--- src/rtl/mecanum_wheel_speed_limiter_defines.svh ---
// Assertion macros used by the top level of the mecanum wheel speed limiter RTL.
`ifndef MECANUM_WHEEL_SPEED_LIMITER_DEFINES_SVH
`define MECANUM_WHEEL_SPEED_LIMITER_DEFINES_SVH

`ifndef ASSERT_OFF
`define MWS_ASSERT(lbl, prop, msg) \
  lbl: assert property (@(posedge clk_i) disable iff (!rst_ni) prop) else $error(msg);
`define MWS_ASSERT_NEVER(lbl, cond, msg) \
  lbl: assert property (@(posedge clk_i) disable iff (!rst_ni) !(cond)) else $error(msg);
`else
`define MWS_ASSERT(lbl, prop, msg)
`define MWS_ASSERT_NEVER(lbl, cond, msg)
`endif

`endif

--- src/rtl/mws_pkg.sv ---
// Types and constants of the mecanum wheel speed limiter.
package mws_pkg;

  localparam int IN_W       = 16;
  localparam int OUT_W      = 16;
  localparam int CFG_W      = 16;
  localparam int CFG_IDX_W  = 2;
  localparam int LIM_W      = 15;
  localparam int CNT_W      = 16;
  localparam int NUM_WHEELS = 4;
  localparam int WIDX_W     = 2;

  localparam int SUM_W  = 18;
  localparam int AWP_W  = 33;
  localparam int WP_W   = 35;
  localparam int WHL_W  = 24;
  localparam int MAG_W  = 22;
  localparam int QUO_W  = 15;
  localparam int DVD_W  = MAG_W + LIM_W;
  localparam int STEP_W = 4;

  localparam logic [CFG_W-1:0] INV_RADIUS_RST = 16'd3368;
  localparam logic [CFG_W-1:0] ARM_SUM_RST    = 16'd26214;
  localparam logic [LIM_W-1:0] MAX_SPEED_RST  = 15'd5120;
  localparam logic [CNT_W-1:0] WD_TIMEOUT_RST = 16'd500;

  localparam logic CMD_VELOCITY = 1'b0;
  localparam logic CMD_TICK     = 1'b1;

  typedef enum logic [CFG_IDX_W-1:0] {
    REG_INV_RADIUS = 2'd0,
    REG_ARM_SUM    = 2'd1,
    REG_MAX_SPEED  = 2'd2,
    REG_WD_TIMEOUT = 2'd3
  } cfg_reg_e;

  typedef struct packed {
    logic              in_ready;
    logic              load_in;
    logic              calc_aw;
    logic              calc_sum;
    logic              calc_wheel;
    logic              calc_max;
    logic              scale_prep;
    logic              div_init;
    logic              div_step;
    logic              commit_plain;
    logic              commit_scaled;
    logic              tick_update;
    logic              out_load;
    logic [WIDX_W-1:0] lane;
  } ctrl_cmd_t;

  typedef struct packed {
    logic in_valid;
    logic in_tick;
    logic need_scale;
    logic out_free;
  } dp_status_t;

endpackage

--- src/rtl/mws_if.sv ---
// Handshake channel interfaces of the mecanum wheel speed limiter.
interface mws_in_if import mws_pkg::*; ();
  logic                   valid;
  logic                   ready;
  logic                   cmd;
  logic signed [IN_W-1:0] vel_x;
  logic signed [IN_W-1:0] vel_y;
  logic signed [IN_W-1:0] yaw_rate;

  modport source (output valid, output cmd, output vel_x, output vel_y, output yaw_rate,
                  input ready);
  modport sink (input valid, input cmd, input vel_x, input vel_y, input yaw_rate,
                output ready);
endinterface

interface mws_out_if import mws_pkg::*; ();
  logic                    valid;
  logic                    ready;
  logic signed [OUT_W-1:0] wheel0_speed;
  logic signed [OUT_W-1:0] wheel1_speed;
  logic signed [OUT_W-1:0] wheel2_speed;
  logic signed [OUT_W-1:0] wheel3_speed;
  logic                    timed_out;

  modport source (output valid, output wheel0_speed, output wheel1_speed,
                  output wheel2_speed, output wheel3_speed, output timed_out, input ready);
  modport sink (input valid, input wheel0_speed, input wheel1_speed,
                input wheel2_speed, input wheel3_speed, input timed_out, output ready);
endinterface

interface mws_cfg_if import mws_pkg::*; ();
  logic                 valid;
  logic                 ready;
  logic [CFG_IDX_W-1:0] idx;
  logic [CFG_W-1:0]     data;

  modport source (output valid, output idx, output data, input ready);
  modport sink (input valid, input idx, input data, output ready);
endinterface

--- src/rtl/mecanum_wheel_speed_limiter.sv ---
// Top level of the mecanum wheel speed limiter.
// The block handles one beat at a time. A tick beat passes through the tick update
// state and then the output state. A velocity command runs the kinematics states and,
// when a wheel exceeds the limit, the scaling states: one shared multiplier forms the
// four wheel products one per cycle, and the limiter runs four restoring divider lanes
// with a common divisor for fifteen steps. The next beat is accepted in the cycle after
// the result is placed in the output register, which holds it until the sink takes it.
`include "mecanum_wheel_speed_limiter_defines.svh"

module mecanum_wheel_speed_limiter import mws_pkg::*; #(
  parameter int SPEED_WIDTH = 16
) (
  input  logic      clk_i,
  input  logic      rst_ni,
  mws_cfg_if.sink   cfg_i,
  mws_in_if.sink    in_i,
  mws_out_if.source out_o
);

  ctrl_cmd_t  ctl_cmd;
  dp_status_t dp_status;

  mws_ctrl u_ctrl (
    .clk_i    (clk_i),
    .rst_ni   (rst_ni),
    .status_i (dp_status),
    .cmd_o    (ctl_cmd)
  );

  mws_datapath #(
    .SPEED_WIDTH (SPEED_WIDTH)
  ) u_datapath (
    .clk_i    (clk_i),
    .rst_ni   (rst_ni),
    .cfg_i    (cfg_i),
    .in_i     (in_i),
    .out_o    (out_o),
    .cmd_i    (ctl_cmd),
    .status_o (dp_status)
  );

  `MWS_ASSERT(a_one_beat_in_flight, (in_i.valid && in_i.ready) |=> !in_i.ready, "second beat accepted while busy")
  `MWS_ASSERT_NEVER(a_load_into_full_slot, ctl_cmd.out_load && out_o.valid && !out_o.ready, "result overwritten")
  `MWS_ASSERT(a_timeout_zeroes, (out_o.valid && out_o.timed_out) |-> (out_o.wheel0_speed == '0 && out_o.wheel1_speed == '0 && out_o.wheel2_speed == '0 && out_o.wheel3_speed == '0), "timeout with nonzero setpoint")
  `MWS_ASSERT(a_single_commit, $onehot0({ctl_cmd.commit_plain, ctl_cmd.commit_scaled, ctl_cmd.tick_update, ctl_cmd.out_load}), "conflicting datapath commands")

endmodule

--- src/rtl/mws_ctrl.sv ---
// Sequencing state machine of the mecanum wheel speed limiter.
module mws_ctrl import mws_pkg::*; (
  input  logic       clk_i,
  input  logic       rst_ni,
  input  dp_status_t status_i,
  output ctrl_cmd_t  cmd_o
);

  localparam logic [3:0] S_IDLE  = 4'd0;
  localparam logic [3:0] S_AW    = 4'd1;
  localparam logic [3:0] S_SUM   = 4'd2;
  localparam logic [3:0] S_WHEEL = 4'd3;
  localparam logic [3:0] S_MAX   = 4'd4;
  localparam logic [3:0] S_CHK   = 4'd5;
  localparam logic [3:0] S_PREP  = 4'd6;
  localparam logic [3:0] S_DINIT = 4'd7;
  localparam logic [3:0] S_DIV   = 4'd8;
  localparam logic [3:0] S_CSCL  = 4'd9;
  localparam logic [3:0] S_TICK  = 4'd10;
  localparam logic [3:0] S_OUT   = 4'd11;

  localparam logic [WIDX_W-1:0] LANE_LAST = WIDX_W'(NUM_WHEELS - 1);
  localparam logic [STEP_W-1:0] STEP_LAST = STEP_W'(QUO_W - 1);

  logic [3:0]        state_q, state_d;
  logic [WIDX_W-1:0] lane_q, lane_d;
  logic [STEP_W-1:0] step_q, step_d;

  always_comb begin
    cmd_o   = '0;
    state_d = state_q;
    lane_d  = lane_q;
    step_d  = step_q;
    cmd_o.lane = lane_q;
    case (state_q)
      S_IDLE: begin
        cmd_o.in_ready = 1'b1;
        if (status_i.in_valid) begin
          cmd_o.load_in = 1'b1;
          state_d = status_i.in_tick ? S_TICK : S_AW;
        end
      end
      S_AW: begin
        cmd_o.calc_aw = 1'b1;
        state_d = S_SUM;
      end
      S_SUM: begin
        cmd_o.calc_sum = 1'b1;
        lane_d  = '0;
        state_d = S_WHEEL;
      end
      S_WHEEL: begin
        cmd_o.calc_wheel = 1'b1;
        lane_d = lane_q + 1'b1;
        if (lane_q == LANE_LAST) begin
          state_d = S_MAX;
        end
      end
      S_MAX: begin
        cmd_o.calc_max = 1'b1;
        state_d = S_CHK;
      end
      S_CHK: begin
        if (status_i.need_scale) begin
          lane_d  = '0;
          state_d = S_PREP;
        end else begin
          cmd_o.commit_plain = 1'b1;
          state_d = S_OUT;
        end
      end
      S_PREP: begin
        cmd_o.scale_prep = 1'b1;
        lane_d = lane_q + 1'b1;
        if (lane_q == LANE_LAST) begin
          state_d = S_DINIT;
        end
      end
      S_DINIT: begin
        cmd_o.div_init = 1'b1;
        step_d  = '0;
        state_d = S_DIV;
      end
      S_DIV: begin
        cmd_o.div_step = 1'b1;
        step_d = step_q + 1'b1;
        if (step_q == STEP_LAST) begin
          state_d = S_CSCL;
        end
      end
      S_CSCL: begin
        cmd_o.commit_scaled = 1'b1;
        state_d = S_OUT;
      end
      S_TICK: begin
        cmd_o.tick_update = 1'b1;
        state_d = S_OUT;
      end
      S_OUT: begin
        if (status_i.out_free) begin
          cmd_o.out_load = 1'b1;
          state_d = S_IDLE;
        end
      end
      default: begin
        state_d = S_IDLE;
      end
    endcase
  end

  always_ff @(posedge clk_i or negedge rst_ni) begin
    if (!rst_ni) begin
      state_q <= S_IDLE;
      lane_q  <= '0;
      step_q  <= '0;
    end else begin
      state_q <= state_d;
      lane_q  <= lane_d;
      step_q  <= step_d;
    end
  end

endmodule

--- src/rtl/mws_datapath.sv ---
// Datapath of the mecanum wheel speed limiter: registers, kinematics, limiter and watchdog.
module mws_datapath import mws_pkg::*; #(
  parameter int SPEED_WIDTH = 16
) (
  input  logic       clk_i,
  input  logic       rst_ni,
  mws_cfg_if.sink    cfg_i,
  mws_in_if.sink     in_i,
  mws_out_if.source  out_o,
  input  ctrl_cmd_t  cmd_i,
  output dp_status_t status_o
);

  localparam int SMAX = (SPEED_WIDTH >= 16) ? 32767 : ((2 ** (SPEED_WIDTH - 1)) - 1);
  localparam logic signed [WHL_W-1:0] SMAX_W = WHL_W'(SMAX);
  localparam logic signed [AWP_W:0]   RND16  = (AWP_W + 1)'(32768);
  localparam logic signed [WP_W:0]    RND12  = (WP_W + 1)'(2048);
  localparam logic [CNT_W-1:0]        CNT_MAX = '1;

  function automatic logic signed [SPEED_WIDTH-1:0] sat_speed(input logic signed [WHL_W-1:0] v);
    logic signed [WHL_W-1:0] c;
    if (v > SMAX_W) begin
      c = SMAX_W;
    end else if (v < -SMAX_W) begin
      c = -SMAX_W;
    end else begin
      c = v;
    end
    return SPEED_WIDTH'(c);
  endfunction

  // Configuration registers.
  logic [CFG_W-1:0] inv_r_q, arm_q;
  logic [LIM_W-1:0] lim_q;
  logic [CNT_W-1:0] tmo_q;

  assign cfg_i.ready = 1'b1;

  always_ff @(posedge clk_i or negedge rst_ni) begin
    if (!rst_ni) begin
      inv_r_q <= INV_RADIUS_RST;
      arm_q   <= ARM_SUM_RST;
      lim_q   <= MAX_SPEED_RST;
      tmo_q   <= WD_TIMEOUT_RST;
    end else if (cfg_i.valid) begin
      case (cfg_reg_e'(cfg_i.idx))
        REG_INV_RADIUS: inv_r_q <= cfg_i.data;
        REG_ARM_SUM:    arm_q   <= cfg_i.data;
        REG_MAX_SPEED:  lim_q   <= cfg_i.data[LIM_W-1:0];
        REG_WD_TIMEOUT: tmo_q   <= cfg_i.data;
        default: ;
      endcase
    end
  end

  // Input beat capture.
  logic signed [IN_W-1:0] vx_q, vy_q, vw_q;

  assign in_i.ready        = cmd_i.in_ready;
  assign status_o.in_valid = in_i.valid;
  assign status_o.in_tick  = (in_i.cmd == CMD_TICK);

  always_ff @(posedge clk_i) begin
    if (cmd_i.load_in) begin
      vx_q <= in_i.vel_x;
      vy_q <= in_i.vel_y;
      vw_q <= in_i.yaw_rate;
    end
  end

  // Kinematics.
  logic signed [AWP_W-1:0] aw_prod_q;
  logic signed [AWP_W-1:0] aw_prod_d;
  logic signed [AWP_W:0]   aw_rnd;
  logic signed [SUM_W-1:0] aw, vx, vy;
  logic signed [SUM_W-1:0] s_q [NUM_WHEELS];
  logic signed [WP_W-1:0]  wp;
  logic signed [WP_W:0]    wp_rnd;
  logic signed [WHL_W-1:0] w_q [NUM_WHEELS];

  assign aw_prod_d = $signed({1'b0, arm_q}) * vw_q;
  assign aw_rnd    = (AWP_W + 1)'(aw_prod_q) + RND16;
  assign aw        = aw_rnd[AWP_W:16];
  assign vx        = SUM_W'(vx_q);
  assign vy        = SUM_W'(vy_q);
  assign wp        = s_q[cmd_i.lane] * $signed({1'b0, inv_r_q});
  assign wp_rnd    = (WP_W + 1)'(wp) + RND12;

  always_ff @(posedge clk_i) begin
    if (cmd_i.calc_aw) begin
      aw_prod_q <= aw_prod_d;
    end
    if (cmd_i.calc_sum) begin
      s_q[0] <= -(aw + vx + vy);
      s_q[1] <= -aw + vx - vy;
      s_q[2] <= -aw + vx + vy;
      s_q[3] <= -(aw + vx - vy);
    end
    if (cmd_i.calc_wheel) begin
      w_q[cmd_i.lane] <= wp_rnd[WP_W:12];
    end
  end

  // Largest magnitude and limiter.
  logic [MAG_W-1:0] mag_d [NUM_WHEELS];
  logic [MAG_W-1:0] mag_q [NUM_WHEELS];
  logic [MAG_W-1:0] m01, m23, max_d, max_q;
  logic [DVD_W-1:0] prod_q [NUM_WHEELS];
  logic [DVD_W-1:0] dvd [NUM_WHEELS];
  logic [MAG_W-1:0] rem_q [NUM_WHEELS];
  logic [QUO_W-1:0] dq_q [NUM_WHEELS];
  logic [MAG_W:0]   sh [NUM_WHEELS];
  logic [MAG_W:0]   diff [NUM_WHEELS];
  logic             ge [NUM_WHEELS];

  always_comb begin
    for (int i = 0; i < NUM_WHEELS; i++) begin
      mag_d[i] = w_q[i][WHL_W-1] ? MAG_W'(-w_q[i]) : MAG_W'(w_q[i]);
      dvd[i]   = prod_q[i] + DVD_W'(max_q >> 1);
      sh[i]    = {rem_q[i], dq_q[i][QUO_W-1]};
      diff[i]  = sh[i] - {1'b0, max_q};
      ge[i]    = (sh[i] >= {1'b0, max_q});
    end
  end

  assign m01   = (mag_d[0] > mag_d[1]) ? mag_d[0] : mag_d[1];
  assign m23   = (mag_d[2] > mag_d[3]) ? mag_d[2] : mag_d[3];
  assign max_d = (m01 > m23) ? m01 : m23;

  assign status_o.need_scale = (max_q > MAG_W'(lim_q));

  always_ff @(posedge clk_i) begin
    if (cmd_i.calc_max) begin
      mag_q <= mag_d;
      max_q <= max_d;
    end
    if (cmd_i.scale_prep) begin
      prod_q[cmd_i.lane] <= mag_q[cmd_i.lane] * lim_q;
    end
    for (int i = 0; i < NUM_WHEELS; i++) begin
      if (cmd_i.div_init) begin
        rem_q[i] <= dvd[i][DVD_W-1:QUO_W];
        dq_q[i]  <= dvd[i][QUO_W-1:0];
      end else if (cmd_i.div_step) begin
        rem_q[i] <= ge[i] ? diff[i][MAG_W-1:0] : sh[i][MAG_W-1:0];
        dq_q[i]  <= {dq_q[i][QUO_W-2:0], ge[i]};
      end
    end
  end

  // Setpoints and watchdog.
  logic signed [SPEED_WIDTH-1:0] sp_q [NUM_WHEELS];
  logic signed [WHL_W-1:0]       qv [NUM_WHEELS];
  logic [CNT_W-1:0]              idle_q, idle_inc;
  logic                          timed_q;

  assign idle_inc = (idle_q == CNT_MAX) ? idle_q : idle_q + 1'b1;

  always_comb begin
    for (int i = 0; i < NUM_WHEELS; i++) begin
      qv[i] = $signed(WHL_W'(dq_q[i]));
    end
  end

  always_ff @(posedge clk_i or negedge rst_ni) begin
    if (!rst_ni) begin
      for (int i = 0; i < NUM_WHEELS; i++) begin
        sp_q[i] <= '0;
      end
      idle_q  <= '0;
      timed_q <= 1'b0;
    end else if (cmd_i.commit_plain || cmd_i.commit_scaled) begin
      for (int i = 0; i < NUM_WHEELS; i++) begin
        if (cmd_i.commit_scaled) begin
          sp_q[i] <= sat_speed(w_q[i][WHL_W-1] ? -qv[i] : qv[i]);
        end else begin
          sp_q[i] <= sat_speed(w_q[i]);
        end
      end
      idle_q  <= '0;
      timed_q <= 1'b0;
    end else if (cmd_i.tick_update) begin
      idle_q  <= idle_inc;
      timed_q <= (idle_inc > tmo_q);
      if (idle_inc > tmo_q) begin
        for (int i = 0; i < NUM_WHEELS; i++) begin
          sp_q[i] <= '0;
        end
      end
    end
  end

  // Output register.
  logic                    out_valid_q;
  logic signed [OUT_W-1:0] out_wh_q [NUM_WHEELS];
  logic                    out_to_q;

  assign status_o.out_free = !out_valid_q || out_o.ready;

  always_ff @(posedge clk_i or negedge rst_ni) begin
    if (!rst_ni) begin
      out_valid_q <= 1'b0;
    end else if (cmd_i.out_load) begin
      out_valid_q <= 1'b1;
    end else if (out_o.ready) begin
      out_valid_q <= 1'b0;
    end
  end

  always_ff @(posedge clk_i) begin
    if (cmd_i.out_load) begin
      for (int i = 0; i < NUM_WHEELS; i++) begin
        out_wh_q[i] <= OUT_W'(sp_q[i]);
      end
      out_to_q <= timed_q;
    end
  end

  assign out_o.valid        = out_valid_q;
  assign out_o.wheel0_speed = out_wh_q[0];
  assign out_o.wheel1_speed = out_wh_q[1];
  assign out_o.wheel2_speed = out_wh_q[2];
  assign out_o.wheel3_speed = out_wh_q[3];
  assign out_o.timed_out    = out_to_q;

endmodule
--- src/flat_wrapper.sv ---
// flat-port wrapper written by rule: the top's interface ports become plain ports
module mecanum_wheel_speed_limiter_flat import mws_pkg::*;
#(
  parameter int SPEED_WIDTH = 16
)
  (clk_i, rst_ni, cfg_i_valid, cfg_i_idx, cfg_i_data, cfg_i_ready, in_i_valid, in_i_cmd, in_i_vel_x, in_i_vel_y, in_i_yaw_rate, in_i_ready, out_o_valid, out_o_wheel0_speed, out_o_wheel1_speed, out_o_wheel2_speed, out_o_wheel3_speed, out_o_timed_out, out_o_ready);
  mws_cfg_if cfg_i_i ();
  mws_in_if in_i_i ();
  mws_out_if out_o_i ();
  input  logic clk_i;
  input  logic rst_ni;
  input wire logic [$bits(cfg_i_i.valid)-1:0] cfg_i_valid;
  input wire logic [$bits(cfg_i_i.idx)-1:0] cfg_i_idx;
  input wire logic [$bits(cfg_i_i.data)-1:0] cfg_i_data;
  output wire logic [$bits(cfg_i_i.ready)-1:0] cfg_i_ready;
  input wire logic [$bits(in_i_i.valid)-1:0] in_i_valid;
  input wire logic [$bits(in_i_i.cmd)-1:0] in_i_cmd;
  input wire logic [$bits(in_i_i.vel_x)-1:0] in_i_vel_x;
  input wire logic [$bits(in_i_i.vel_y)-1:0] in_i_vel_y;
  input wire logic [$bits(in_i_i.yaw_rate)-1:0] in_i_yaw_rate;
  output wire logic [$bits(in_i_i.ready)-1:0] in_i_ready;
  output wire logic [$bits(out_o_i.valid)-1:0] out_o_valid;
  output wire logic [$bits(out_o_i.wheel0_speed)-1:0] out_o_wheel0_speed;
  output wire logic [$bits(out_o_i.wheel1_speed)-1:0] out_o_wheel1_speed;
  output wire logic [$bits(out_o_i.wheel2_speed)-1:0] out_o_wheel2_speed;
  output wire logic [$bits(out_o_i.wheel3_speed)-1:0] out_o_wheel3_speed;
  output wire logic [$bits(out_o_i.timed_out)-1:0] out_o_timed_out;
  input wire logic [$bits(out_o_i.ready)-1:0] out_o_ready;
  assign cfg_i_i.valid = cfg_i_valid;
  assign cfg_i_i.idx = cfg_i_idx;
  assign cfg_i_i.data = cfg_i_data;
  assign cfg_i_ready = cfg_i_i.ready;
  assign in_i_i.valid = in_i_valid;
  assign in_i_i.cmd = in_i_cmd;
  assign in_i_i.vel_x = in_i_vel_x;
  assign in_i_i.vel_y = in_i_vel_y;
  assign in_i_i.yaw_rate = in_i_yaw_rate;
  assign in_i_ready = in_i_i.ready;
  assign out_o_valid = out_o_i.valid;
  assign out_o_wheel0_speed = out_o_i.wheel0_speed;
  assign out_o_wheel1_speed = out_o_i.wheel1_speed;
  assign out_o_wheel2_speed = out_o_i.wheel2_speed;
  assign out_o_wheel3_speed = out_o_i.wheel3_speed;
  assign out_o_timed_out = out_o_i.timed_out;
  assign out_o_i.ready = out_o_ready;
  mecanum_wheel_speed_limiter #(.SPEED_WIDTH(SPEED_WIDTH)) u_core (.clk_i(clk_i), .rst_ni(rst_ni), .cfg_i(cfg_i_i), .in_i(in_i_i), .out_o(out_o_i));
endmodule
--- config.mk ---
export PLATFORM = sky130hd
export DESIGN_NAME = mecanum_wheel_speed_limiter_flat
export DESIGN_NICKNAME = d
export VERILOG_FILES = /design/src/rtl/mws_pkg.sv /design/src/rtl/mws_if.sv /design/src/rtl/mecanum_wheel_speed_limiter.sv /design/src/rtl/mws_ctrl.sv /design/src/rtl/mws_datapath.sv /design/src/flat_wrapper.sv
export VERILOG_INCLUDE_DIRS = /design/src /design/src/rtl
export SDC_FILE = /design/constraint.sdc
export NUM_CORES = 2
export LEC_CHECK = 0
export BUFFER_PORTS_ARGS = -buffer_cell sky130_fd_sc_hd__buf_4
export CAP_MARGIN = 20
export CORE_MARGIN = 1
export CORE_UTILIZATION = 59
export CTS_CLUSTER_SIZE = 28
export DETAILED_ROUTE_END_ITERATION = 10
export GPL_TIMING_DRIVEN = 0
export HOLD_SLACK_MARGIN = 0.06
export PLACE_DENSITY_LB_ADDON = 0.25
export SLEW_MARGIN = 20
export SYNTH_ARGS = -nofsm -noshare
export SYNTH_HDL_FRONTEND = slang
export SYNTH_HIERARCHICAL = 1
export SYNTH_SLANG_ARGS = --single-unit
--- constraint.sdc ---
create_clock -name clk_i -period 8.2 [get_ports clk_i]
set_clock_uncertainty 0.15 [all_clocks]
set_input_delay 0.41 -clock clk_i [delete_from_list [all_inputs] [get_ports clk_i]]
set_output_delay 0.41 -clock clk_i [all_outputs]
set_load 0.005 [all_outputs]
==> flow_summary_export.csv <==
group,metric,value,unit
timing,setup_viol,0,
yosys,synth-simple-area-share,13.2,%
global_route,grt_usage,33.2,%
timing,setup_ws,96.1,ps
placement,dpl_worst_slack,-1900,ps
placement,portBuffers,136,
routing,wl_per_cell,22.5,um
run,max-cap-violations,0,
clock_network,cts_root_buffer,"clkbuf_16",
worst_setup_path,cp_max_fo,10,
worst_setup_path,r2r_start,"u_core/u_ctrl/lane_q[0]$_DFFE_PN0P_",
yosys,synth-xor-area-share,5.68,%
yosys,synth.mux.area_fraction,3.44,%
global_route,overflow,0,
die,die_h,374,um
final_layout,fin_cells,10300,
global_route,grt_pass1_wl,355000,um
yosys,syn-num-nets,9621,
clock_network,numCtsBuffers,96,
clock_network,clkTransAtPathRegs,60,ps
yosys,yosys_most_used_dff,"edfxtp_1",
clock_network,cts_sinks,858,
die,row_count,136,
routing,first_pass_iters,6,
routing,num_vias,61100,
timing,tightest_slew,1140,ps
clock_network,insertion_delay,740,ps
placement,globalplace.congestion,0.997,
timing,report.final.slew_viol_count,0,
worst_setup_path,cp.arrival,8400,ps
die,initial_utilization,59.4,%
yosys,yosys_warnings,6,
yosys,ys_seq_elements,858,
final_layout,final_common_cell,"inv_1",
die,die-area,0.140,mm^2
routing,drtIter0Drc,5523,
yosys,synth_seq_area_share,30.7,%
yosys,synth-adder-area-share,29.9,%
die,dieWidth,374,um
die,core,0.137,mm^2
yosys,synth_edf_count,703,
yosys,async_flop_share,18.1,%
yosys,synth_compound_area_share,10.4,%
clock_network,tritoncts,"done",
placement,post-place-cells,10000,
yosys,synth_top_family_by_area,"adder cells",
clock_network,htree_levels,3,
timing,slew_headroom,22.4,%
clock_network,cts.path.max_buffers,3,
routing,viasPerCell,5.94,
run_status,status,"complete, no violations",
final_layout,final_cell_mix,"1,170 x inv_1, 818 x nand2_1, 756 x fa_1",
yosys,synth.distinct_cells,97,
worst_setup_path,path_class,"flip-flop to flip-flop",
timing,layout_min_cycle_time,8100,ps
worst_setup_path,critPathRequiredTime,8490,ps
yosys,synth_cells,8059,
final_layout,drive_gt1_share,7.92,%
die,io_pins,140,
min_path,min_path_type,"primary input to asynchronous set/reset pin",
placement,place_hpwl,186000,um
worst_setup_path,critPathLaunchType,"flip-flop",
global_route,grt_pass1_vias,62100,
final_layout,syn2layout_area_growth,10.4,%
timing,finalHoldViolations,0,
routing,ant_nets,0,
yosys,synth.avg_cell_area,10.1,um^2
global_route,grt_max_degree,91,
worst_setup_path,r2r_setup_slack,100,ps
timing,fmax,123,MHz
routing,drc,0,
routing,drt-total-wl,231000,um
yosys,synthesis.area,0.0815,mm^2
worst_setup_path,cp-startpoint,"u_core/u_ctrl/lane_q[0]$_DFFE_PN0P_",
final_layout,nets,9979,
worst_setup_path,end_kind,"flip-flop",
global_route,antenna_found_initial,11,
timing,finalCritPeriodShare,98.8,%
==> synthesized netlist by cell type (58+ instances only) <==
| cell | number | area share [%] |
|---|---|---|
| a21o_1 | 132 | 1.2 |
| nand3_1 | 111 | 0.68 |
| ha_1 | 729 | 11 |
| o21a_1 | 58 | 0.53 |
| clkbuf_1 | 237 | 1.1 |
| inv_1 | 1170 | 5.4 |
| nand2_1 | 818 | 3.8 |
| and2_1 | 392 | 3.0 |
| xnor2_1 | 284 | 3.1 |
| dfrtp_1 | 134 | 4.1 |
| mux2i_1 | 78 | 0.96 |
| nor3_1 | 72 | 0.44 |
| o21ai_0 | 315 | 1.9 |
| xor2_1 | 243 | 2.6 |
| nor2_1 | 345 | 1.6 |
| nand2b_1 | 110 | 0.84 |
| nor2b_1 | 75 | 0.58 |
| fa_1 | 761 | 19 |
| edfxtp_1 | 703 | 26 |
| mux2_2 | 97 | 1.3 |
| nand4_1 | 75 | 0.58 |
| a21oi_1 | 360 | 2.2 |
==> logic make-up after synthesis <==
| group | count (synthesis) |
|---|---|
| simple gates | 2190 |
| buf+inv | 1455 |
| fa+ha+maj | 1491 |
| flops | 858 |
| xor+xnor | 528 |
| mux | 218 |
| other cells | 1 |
| compound gates | 1318 |
==> flip-flops by register name, indices dropped and copies added (netlist names), 60 cells and up <==
signal	flops
u_core/u_datapath/out_wh_q	64
u_core/u_datapath/rem_q	88
u_core/u_datapath/mag_q	88
u_core/u_datapath/sp_q	64
u_core/u_datapath/s_q	70
u_core/u_datapath/w_q	96
u_core/u_datapath/dq_q	60
u_core/u_datapath/prod_q	148
==> timing repair <==
| action | 4_1_cts | 5_1_grt |
|---|---|---|
| endpoints found under the setup margin | 211 | 113 |
| buffers inserted | 12 | 25 |
| hold buffers | 69 | 0 |
| endpoints found under the hold margin | 247 | 0 |
| pin swaps | 6 | 15 |
| resized for setup | 77 | 109 |
| cloned | 0 | 1 |
==> metrics by stage <==
stage / TNS, ps / instance area [um^2] / util [%] / hold WS, ps
finish: 0 / 90000 / 65.6 / 74.4
global route: -418 / 90000 / 65.6 / 119
CTS: 0 / 89500 / 65.2 / 69.8
detailed placement: -208230 / 85300 / 62.1 / 255
global placement: -271790 / 84800 / 61.7 / 283
floorplan: 0 / 81500 / - / -35.6
==> area by class of cell <==
class | count | area (um^2)
well taps | 1794 | 2240
multi-input cells | 5746 | 51400
clock buffers | 125 | 2600
fillers | 10800 | 47300
clock inverters | 50 | 602
plain buffers | 267 | 1230
diodes | 7 | 17.5
inverters | 1173 | 4400
flip-flops and latches | 858 | 25000
repair buffers | 275 | 2510
==> critical path: stages (launching register included) <==
cell and delay (ps):
dfrtp_2 430, buf_12 180, buf_12 140, buf_12 140
mux4_2 670, buf_4 210, and2_1 170, fa_1 580
fa_1 470, fa_1 560, fa_1 450, fa_1 580
inv_1 70, fa_1 530, inv_1 50, ha_1 370
a21o_1 200, nor3b_1 190, o21ai_1 150, a21oi_2 330
o221ai_2 190, o211ai_1 230, o21ai_1 100, a21o_1 190
a21o_1 190, a21oi_2 170, xnor2_2 150
==> path summary, 6_finish.rpt <==
path | endpoint | cells past startpoint
max reg2reg | u_core/u_datapath/prod_q[1][36]$_DFFE_PP_ | 26
max | u_core/u_datapath/prod_q[1][36]$_DFFE_PP_ | 26
min | u_core/u_datapath/sp_q[37]$_DFFE_PN0P_ | 2
min reg2reg | u_core/u_datapath/out_wh_q[0][4]$_DFFE_PP_ | 0
max in group asynchronous | u_core/u_ctrl/lane_q[0]$_DFFE_PN0P_ | 3
min in group clk_i | u_core/u_datapath/lim_q[14]$_DFFE_PN0P_ | 3
==> per-layer routing <==
| layer | track usage (%) | part of all wire, % |
|---|---|---|
| met5 | 0 | 0.036 |
| met4 | 15.0 | 5.1 |
| met3 | 5.38 | 7.7 |
| met2 | 55.0 | 47 |
| met1 | 42.9 | 40 |
Power is left out: the tool's default activity adds up to more than one toggle a clock period on the data nets, which glitch-free logic cannot reach.
